$ cat src/rtkd_pkg.sv
// rtkd_pkg: shared types, widths, status codes and the small-prime table
// for the toy key derivation block; depends on nothing

package rtkd_pkg;

    localparam int FIELD_W    = 18;
    localparam int INDEX_W    = 7;
    localparam int PRIME_W    = 9;
    localparam int COEF_W     = 20;
    localparam int TABLE_SIZE = 66;

    typedef logic [FIELD_W-1:0] field_t;
    typedef logic [PRIME_W-1:0] prime_t;
    typedef logic [INDEX_W-1:0] index_t;
    typedef logic [1:0]         status_t;
    typedef logic signed [COEF_W-1:0] coef_t;

    localparam status_t STATUS_OK        = 2'd0;
    localparam status_t STATUS_NOT_COPRIME = 2'd1;
    localparam status_t STATUS_EXP_ZERO  = 2'd2;
    localparam status_t STATUS_EXP_LARGE = 2'd3;

    // primes from 131 to 509, in order
    function automatic prime_t prime_lookup(input index_t idx);
        prime_t p;
        case (idx)
            7'd0:  p = 9'd131;  7'd1:  p = 9'd137;  7'd2:  p = 9'd139;
            7'd3:  p = 9'd149;  7'd4:  p = 9'd151;  7'd5:  p = 9'd157;
            7'd6:  p = 9'd163;  7'd7:  p = 9'd167;  7'd8:  p = 9'd173;
            7'd9:  p = 9'd179;  7'd10: p = 9'd181;  7'd11: p = 9'd191;
            7'd12: p = 9'd193;  7'd13: p = 9'd197;  7'd14: p = 9'd199;
            7'd15: p = 9'd211;  7'd16: p = 9'd223;  7'd17: p = 9'd227;
            7'd18: p = 9'd229;  7'd19: p = 9'd233;  7'd20: p = 9'd239;
            7'd21: p = 9'd241;  7'd22: p = 9'd251;  7'd23: p = 9'd257;
            7'd24: p = 9'd263;  7'd25: p = 9'd269;  7'd26: p = 9'd271;
            7'd27: p = 9'd277;  7'd28: p = 9'd281;  7'd29: p = 9'd283;
            7'd30: p = 9'd293;  7'd31: p = 9'd307;  7'd32: p = 9'd311;
            7'd33: p = 9'd313;  7'd34: p = 9'd317;  7'd35: p = 9'd331;
            7'd36: p = 9'd337;  7'd37: p = 9'd347;  7'd38: p = 9'd349;
            7'd39: p = 9'd353;  7'd40: p = 9'd359;  7'd41: p = 9'd367;
            7'd42: p = 9'd373;  7'd43: p = 9'd379;  7'd44: p = 9'd383;
            7'd45: p = 9'd389;  7'd46: p = 9'd397;  7'd47: p = 9'd401;
            7'd48: p = 9'd409;  7'd49: p = 9'd419;  7'd50: p = 9'd421;
            7'd51: p = 9'd431;  7'd52: p = 9'd433;  7'd53: p = 9'd439;
            7'd54: p = 9'd443;  7'd55: p = 9'd449;  7'd56: p = 9'd457;
            7'd57: p = 9'd461;  7'd58: p = 9'd463;  7'd59: p = 9'd467;
            7'd60: p = 9'd479;  7'd61: p = 9'd487;  7'd62: p = 9'd491;
            7'd63: p = 9'd499;  7'd64: p = 9'd503;  7'd65: p = 9'd509;
            default: p = 9'd509;
        endcase
        return p;
    endfunction

endpackage

$ cat src/rsa_toy_key_derivation.sv
// rsa_toy_key_derivation: toy rsa key derivation over a table of small primes
// depends on rtkd_pkg (widths, status codes, prime table)
//
//  channel | direction | handshake          | fields
//  --------+-----------+--------------------+-------------------------------------------
//  in      | into      | in_valid / in_stall  | first_prime_index, second_prime_index,
//          |           |                    | exponent_candidate
//  out     | out of    | out_valid / out_stall| modulus, totient, public_exponent,
//          |           |                    | private_exponent, status
//
// one item at a time; an item whose exponent is rejected early goes from
// S_PRODUCT through S_CHECK to S_EMIT, otherwise it runs k euclid rounds
// (k at most about 26) of S_TEST, S_DIV, S_MULT and S_UPDATE, then S_FINAL and
// S_EMIT; the 18-step restoring divider is shared by every euclid round
// in_stall is high from acceptance until the result is loaded into the output
// register; a result held by out_stall does not block the next item
// reset is asynchronous and clears all control state; no clearing pass

module rsa_toy_key_derivation
    import rtkd_pkg::*;
#(
    parameter int PRIME_COUNT = 66
)(
    input  logic   clk,
    input  logic   rst_n,
    input  logic   in_valid,
    output logic   in_stall,
    input  index_t first_prime_index,
    input  index_t second_prime_index,
    input  field_t exponent_candidate,
    output logic   out_valid,
    input  logic   out_stall,
    output field_t modulus,
    output field_t totient,
    output field_t public_exponent,
    output field_t private_exponent,
    output status_t status
);

    // indices at or above the usable count saturate to the last usable entry
    localparam int     USABLE    = (PRIME_COUNT > TABLE_SIZE) ? TABLE_SIZE : PRIME_COUNT;
    localparam index_t LAST_IDX  = INDEX_W'(USABLE - 1);
    localparam int     DIV_STEPS = FIELD_W;
    localparam int     CNT_W     = $clog2(DIV_STEPS);
    localparam logic [CNT_W-1:0] CNT_LAST = CNT_W'(DIV_STEPS - 1);

    typedef enum logic [3:0] {
        S_IDLE,
        S_PRODUCT,  // form n and the totient
        S_CHECK,    // zero, too large, then start euclid
        S_TEST,     // euclid loop test: r1 zero ends it
        S_DIV,      // one quotient bit a cycle
        S_MULT,     // quotient times t1
        S_UPDATE,   // shift the remainder and coefficient pairs
        S_FINAL,    // gcd check and sign fixup of d
        S_EMIT      // wait for the output register
    } state_t;

    state_t state_reg, state_next;

    prime_t p_reg, p_next, q_reg, q_next;
    field_t e_reg, e_next;
    field_t n_reg, n_next, fn_reg, fn_next;
    field_t r0_reg, r0_next, r1_reg, r1_next;
    coef_t  t0_reg, t0_next, t1_reg, t1_next, prod_reg, prod_next;
    field_t rem_reg, rem_next, quo_reg, quo_next;
    logic [CNT_W-1:0] cnt_reg, cnt_next;
    field_t  d_reg, d_next;
    status_t st_reg, st_next;

    logic    out_valid_reg, out_valid_next;
    field_t  modulus_reg, modulus_next, totient_reg, totient_next;
    field_t  pexp_reg, pexp_next, dout_reg, dout_next;
    status_t status_reg, status_next;

    index_t idx_a, idx_b;
    logic [FIELD_W:0]   shifted;
    logic [FIELD_W+1:0] diff;
    // |quotient * t1| stays below twice the totient, so the low bits hold it
    coef_t  prod_full;
    coef_t  t_plus_m;
    coef_t  t_minus_m;
    logic   out_free;

    always_comb begin
        idx_a = (first_prime_index  > LAST_IDX) ? LAST_IDX : first_prime_index;
        idx_b = (second_prime_index > LAST_IDX) ? LAST_IDX : second_prime_index;

        // restoring divider step on r0 / r1
        shifted   = {rem_reg, quo_reg[FIELD_W-1]};
        diff      = {1'b0, shifted} - {2'b00, r1_reg};
        prod_full = $signed({2'b00, quo_reg}) * t1_reg;
        t_plus_m  = t0_reg + $signed({2'b00, fn_reg});
        t_minus_m = t0_reg - $signed({2'b00, fn_reg});
        out_free  = !out_valid_reg || !out_stall;
    end

    always_comb begin
        state_next     = state_reg;
        p_next         = p_reg;
        q_next         = q_reg;
        e_next         = e_reg;
        n_next         = n_reg;
        fn_next        = fn_reg;
        r0_next        = r0_reg;
        r1_next        = r1_reg;
        t0_next        = t0_reg;
        t1_next        = t1_reg;
        prod_next      = prod_reg;
        rem_next       = rem_reg;
        quo_next       = quo_reg;
        cnt_next       = cnt_reg;
        d_next         = d_reg;
        st_next        = st_reg;
        out_valid_next = out_valid_reg && out_stall;
        modulus_next   = modulus_reg;
        totient_next   = totient_reg;
        pexp_next      = pexp_reg;
        dout_next      = dout_reg;
        status_next    = status_reg;

        unique case (state_reg)
            S_IDLE: begin
                if (in_valid) begin
                    p_next     = prime_lookup(idx_a);
                    q_next     = prime_lookup(idx_b);
                    e_next     = exponent_candidate;
                    state_next = S_PRODUCT;
                end
            end
            S_PRODUCT: begin
                n_next     = FIELD_W'(p_reg) * FIELD_W'(q_reg);
                fn_next    = FIELD_W'(p_reg - 9'd1) * FIELD_W'(q_reg - 9'd1);
                state_next = S_CHECK;
            end
            S_CHECK: begin
                d_next = '0;
                if (e_reg == '0) begin
                    st_next    = STATUS_EXP_ZERO;
                    state_next = S_EMIT;
                end else if (e_reg >= fn_reg) begin
                    st_next    = STATUS_EXP_LARGE;
                    state_next = S_EMIT;
                end else begin
                    r0_next    = fn_reg;
                    r1_next    = e_reg;
                    t0_next    = '0;
                    t1_next    = COEF_W'(1);
                    state_next = S_TEST;
                end
            end
            S_TEST: begin
                if (r1_reg == '0) begin
                    state_next = S_FINAL;
                end else begin
                    rem_next   = '0;
                    quo_next   = r0_reg;
                    cnt_next   = '0;
                    state_next = S_DIV;
                end
            end
            S_DIV: begin
                if (!diff[FIELD_W+1]) begin
                    rem_next = diff[FIELD_W-1:0];
                    quo_next = {quo_reg[FIELD_W-2:0], 1'b1};
                end else begin
                    rem_next = shifted[FIELD_W-1:0];
                    quo_next = {quo_reg[FIELD_W-2:0], 1'b0};
                end
                cnt_next = cnt_reg + 1'b1;
                if (cnt_reg == CNT_LAST) begin
                    state_next = S_MULT;
                end
            end
            S_MULT: begin
                prod_next  = prod_full;
                state_next = S_UPDATE;
            end
            S_UPDATE: begin
                r0_next    = r1_reg;
                r1_next    = rem_reg;
                t0_next    = t1_reg;
                t1_next    = t0_reg - prod_reg;
                state_next = S_TEST;
            end
            S_FINAL: begin
                if (r0_reg != FIELD_W'(1)) begin
                    st_next = STATUS_NOT_COPRIME;
                    d_next  = '0;
                end else begin
                    st_next = STATUS_OK;
                    if (t0_reg < 0) begin
                        d_next = t_plus_m[FIELD_W-1:0];
                    end else if (!t_minus_m[COEF_W-1]) begin
                        d_next = t_minus_m[FIELD_W-1:0];
                    end else begin
                        d_next = t0_reg[FIELD_W-1:0];
                    end
                end
                state_next = S_EMIT;
            end
            S_EMIT: begin
                if (out_free) begin
                    out_valid_next = 1'b1;
                    modulus_next   = n_reg;
                    totient_next   = fn_reg;
                    pexp_next      = e_reg;
                    dout_next      = d_reg;
                    status_next    = st_reg;
                    state_next     = S_IDLE;
                end
            end
            default: state_next = S_IDLE;
        endcase
    end

    always_ff @(posedge clk or negedge rst_n) begin
        if (!rst_n) begin
            state_reg     <= S_IDLE;
            out_valid_reg <= 1'b0;
            p_reg         <= '0;
            q_reg         <= '0;
            e_reg         <= '0;
            n_reg         <= '0;
            fn_reg        <= '0;
            r0_reg        <= '0;
            r1_reg        <= '0;
            t0_reg        <= '0;
            t1_reg        <= '0;
            prod_reg      <= '0;
            rem_reg       <= '0;
            quo_reg       <= '0;
            cnt_reg       <= '0;
            d_reg         <= '0;
            st_reg        <= STATUS_OK;
            modulus_reg   <= '0;
            totient_reg   <= '0;
            pexp_reg      <= '0;
            dout_reg      <= '0;
            status_reg    <= STATUS_OK;
        end else begin
            state_reg     <= state_next;
            out_valid_reg <= out_valid_next;
            p_reg         <= p_next;
            q_reg         <= q_next;
            e_reg         <= e_next;
            n_reg         <= n_next;
            fn_reg        <= fn_next;
            r0_reg        <= r0_next;
            r1_reg        <= r1_next;
            t0_reg        <= t0_next;
            t1_reg        <= t1_next;
            prod_reg      <= prod_next;
            rem_reg       <= rem_next;
            quo_reg       <= quo_next;
            cnt_reg       <= cnt_next;
            d_reg         <= d_next;
            st_reg        <= st_next;
            modulus_reg   <= modulus_next;
            totient_reg   <= totient_next;
            pexp_reg      <= pexp_next;
            dout_reg      <= dout_next;
            status_reg    <= status_next;
        end
    end

    assign in_stall         = (state_reg != S_IDLE);
    assign out_valid        = out_valid_reg;
    assign modulus          = modulus_reg;
    assign totient          = totient_reg;
    assign public_exponent  = pexp_reg;
    assign private_exponent = dout_reg;
    assign status           = status_reg;

endmodule
$ cat config.mk
export PLATFORM = sky130hd
export DESIGN_NAME = rsa_toy_key_derivation
export DESIGN_NICKNAME = d
export VERILOG_FILES = /design/src/rtkd_pkg.sv /design/src/rsa_toy_key_derivation.sv
export SDC_FILE = /design/constraint.sdc
export NUM_CORES = 2
export LEC_CHECK = 0
export BUFFER_PORTS_ARGS = -buffer_cell sky130_fd_sc_hd__buf_2
export CORE_ASPECT_RATIO = 1.75
export CORE_MARGIN = 2
export CORE_UTILIZATION = 50
export DETAILED_ROUTE_END_ITERATION = 10
export PLACE_DENSITY = 0.75
export SYNTH_ARGS = -nofsm -noshare
export SYNTH_HDL_FRONTEND = slang
export SYNTH_SLANG_ARGS = --single-unit
$ cat constraint.sdc
create_clock -name clk -period 9.5 [get_ports clk]
set_input_delay 0.475 -clock clk [delete_from_list [all_inputs] [get_ports clk]]
set_output_delay 0.475 -clock clk [all_outputs]
set_load 0.005 [all_outputs]
==> metrics.cfg <==
[yosys]
seq_area_frac_synth = 0.2527
avgSynthCellArea_sq_um = 9.153
ys_warn_count = 0
synth-edff-count = 0
synthDistinctLibCells = 93
syn_inst = 3321
synth-seq-cells = 307
ys_async_sr_fraction = 1.000
synthFlopType = dfrtp_1
mappedNetlistArea_sq_um = 30400
syn_nets = 3890

[finish]
finalNetCount = 3887
drive_gt1_frac = 0.09880
syn_to_final_growth_pct = 6.800
final_util = 0.5397
final_common_cell = inv_1
layout_common_cells = 461 x inv_1, 411 x nand2_1, 307 x dfrtp_1
antenna-diode-count = 0

[clock_tree]
postCtsSetupBuffers = 0
cts_max_level = 1
cts_num_sinks = 307
ctsResizeCount = 0
ctsHoldBuffers = 1
root_buffer = clkbuf_16
numCtsBuffers = 30
path_clk_slew_ns = 0.07
clk_path_buf_depth = 3
insertion_delay_ns = 0.59
cts_tree = done

[die]
rows = 119
die_w_um = 190.4
die_area_sq_um = 62860
pin_count = 112
dieHeight_um = 330.2
initial_core_util = 0.5053
core_area_sq_um = 60150

[grt]
gr-total-overflow = 0
met2_usage = 0.4870
grt_pass1_wl_mm = 127.7
use_met3 = 0.02954
grtUsageMet1 = 0.2685
grt_pass1_vias = 24860
grt_util_all_layers = 0.2565
grt.busiest_layer = met2
grt_max_degree = 101
grt_antenna_before_repair = 0

[min_path]
hp-class = in -> reg

[timing]
fmax_mhz = 140.8
fin_crit_ns = 7.104
hold_viol = 0
max_slew.worst_pin.slew_ns = 1.107
setup_violations = 0
skew_ns = 0.01892
fin_crit_sh = 0.7478
slew_headroom = 0.2622
setup_ws_ns = 2.396
tns_ns = 0
finalMaxSlewViolations = 0
fin_hold_ws_ns = 0.1104
grt_setup_unrepaired = false

[routing]
drt-total-wl_mm = 78.10
post_drt_wl_per_cell_um = 18.93
route.detailed.drc = 0
via_per_inst = 5.682
firstDrtPassIters = 5
num_vias = 23444
drtIter0Drc = 1324
antenna_left = 0

[status]
status = completed

[worst_setup_path]
cp_slowest_cell = dfrtp_1
worst-path-buf-inv = 6
cpMostUsedCell = inv_1
required_ns = 9.95
crit_family = adder cells
worstPathArrival_ns = 7.56
crit_path_end_kind = flop
slowest_delay_ns = 0.95
cp_max_fo = 30
startpoint_type = flop
cp_cell_sequence = inv_1 -> ha_1 -> xor2_1 -> nand2_1 -> fa_1 -> inv_1 -> fa_1 -> inv_1 -> fa_1 -> inv_1 -> fa_1 -> inv_1 -> fa_1 -> inv_1 -> ha_1 -> or2_2 -> a21oi_1 -> a21oi_1 -> a41oi_1 -> a21oi_1 -> a31oi_1 -> xnor2_1 -> o21ai_1
criticalPathCategory = reg -> reg

[job]
drv_cap = 0

[placed_design]
place_hpwl_mm = 60.82
gp_routability_congestion = 0.9429
place_ws_ns = 2.503
port_buffers = 111

synth_stat cells (15+ instances only):
cell / instances / area share
inv_1: 461 / 0.057
nand2_1: 412 / 0.051
dfrtp_1: 307 / 0.25
fa_1: 275 / 0.18
ha_1: 258 / 0.11
o21ai_0: 207 / 0.034
nor2_1: 160 / 0.020
and2_1: 129 / 0.027
clkbuf_1: 126 / 0.016
a21oi_1: 118 / 0.019
mux2_2: 111 / 0.041
xnor2_1: 88 / 0.025
mux2i_1: 78 / 0.026
xor2_1: 55 / 0.016
a22o_1: 45 / 0.013
nand2b_1: 45 / 0.0093
nand3_1: 43 / 0.0071
nor3_1: 33 / 0.0054
nor2b_1: 23 / 0.0047
o21a_1: 22 / 0.0054
a21o_1: 21 / 0.0052
a211oi_1: 18 / 0.0044
buf_2: 18 / 0.0030
a31oi_1: 17 / 0.0035
nor4_1: 15 / 0.0031
final timing paths:
kind                                  startpoint          to  slack [ns]  cells past startpoint
hold / removal             exponent_candidate[3]    e_reg[3]        0.11                      2
max in group asynchronous                  rst_n   e_reg[16]        7.49                      3
min in group asynchronous                  rst_n  modulus[1]        0.50                      2
hold reg to reg                        n_reg[15]   n_reg[15]        0.48                      2
setup / recovery                        p_reg[0]  fn_reg[17]        2.40                     23
setup reg to reg                        p_reg[0]  fn_reg[17]        2.40                     23
area by class of cell:
type                            instances  area (sq um)
Tap cell                              786         983.4
Clock inverter                         14         210.2
Fill cell                            5528         27690
Timing Repair Buffer                  127         688.2
Multi-Input combinational cell       2389         20310
Inverter                              463          1738
Sequential cell                       307          7682
Clock buffer                           40         849.6
cell families (layout without fill, tap and decap cells):
group	Yosys count	after routing	synth area share
buffers and inverters	625	644	0.07977
muxes	190	190	0.06755
other	1	1	0.0001234
xor gates and xnor gates	143	143	0.04120
AOI/OAI and AO/OA	594	594	0.1276
adders and majority gates	533	533	0.2873
DFF	307	307	0.2527
and+or+nand+nor	928	928	0.1437
per-stage QoR:
step	cells	area, sq um
4_1_cts	4126	32460
3_5_place_dp	4071	31390
5_1_grt	4126	32460
3_3_place_gp	4071	31390
6_report	4126	32460
2_1_floorplan	3321	30400
per-layer routing:
| layer | up-vias | share of wire |
|---|---|---|
| met3 | 275 | 0.039 |
| met5 | - | 0 |
| met1 | 11637 | 0.35 |
| met2 | 631 | 0.54 |
| met4 | 0 | 0.066 |
| li1 | 10901 | - |
Power is not shown: default switching activity piles up to over one toggle a cycle in this logic, so the estimate is an artifact.
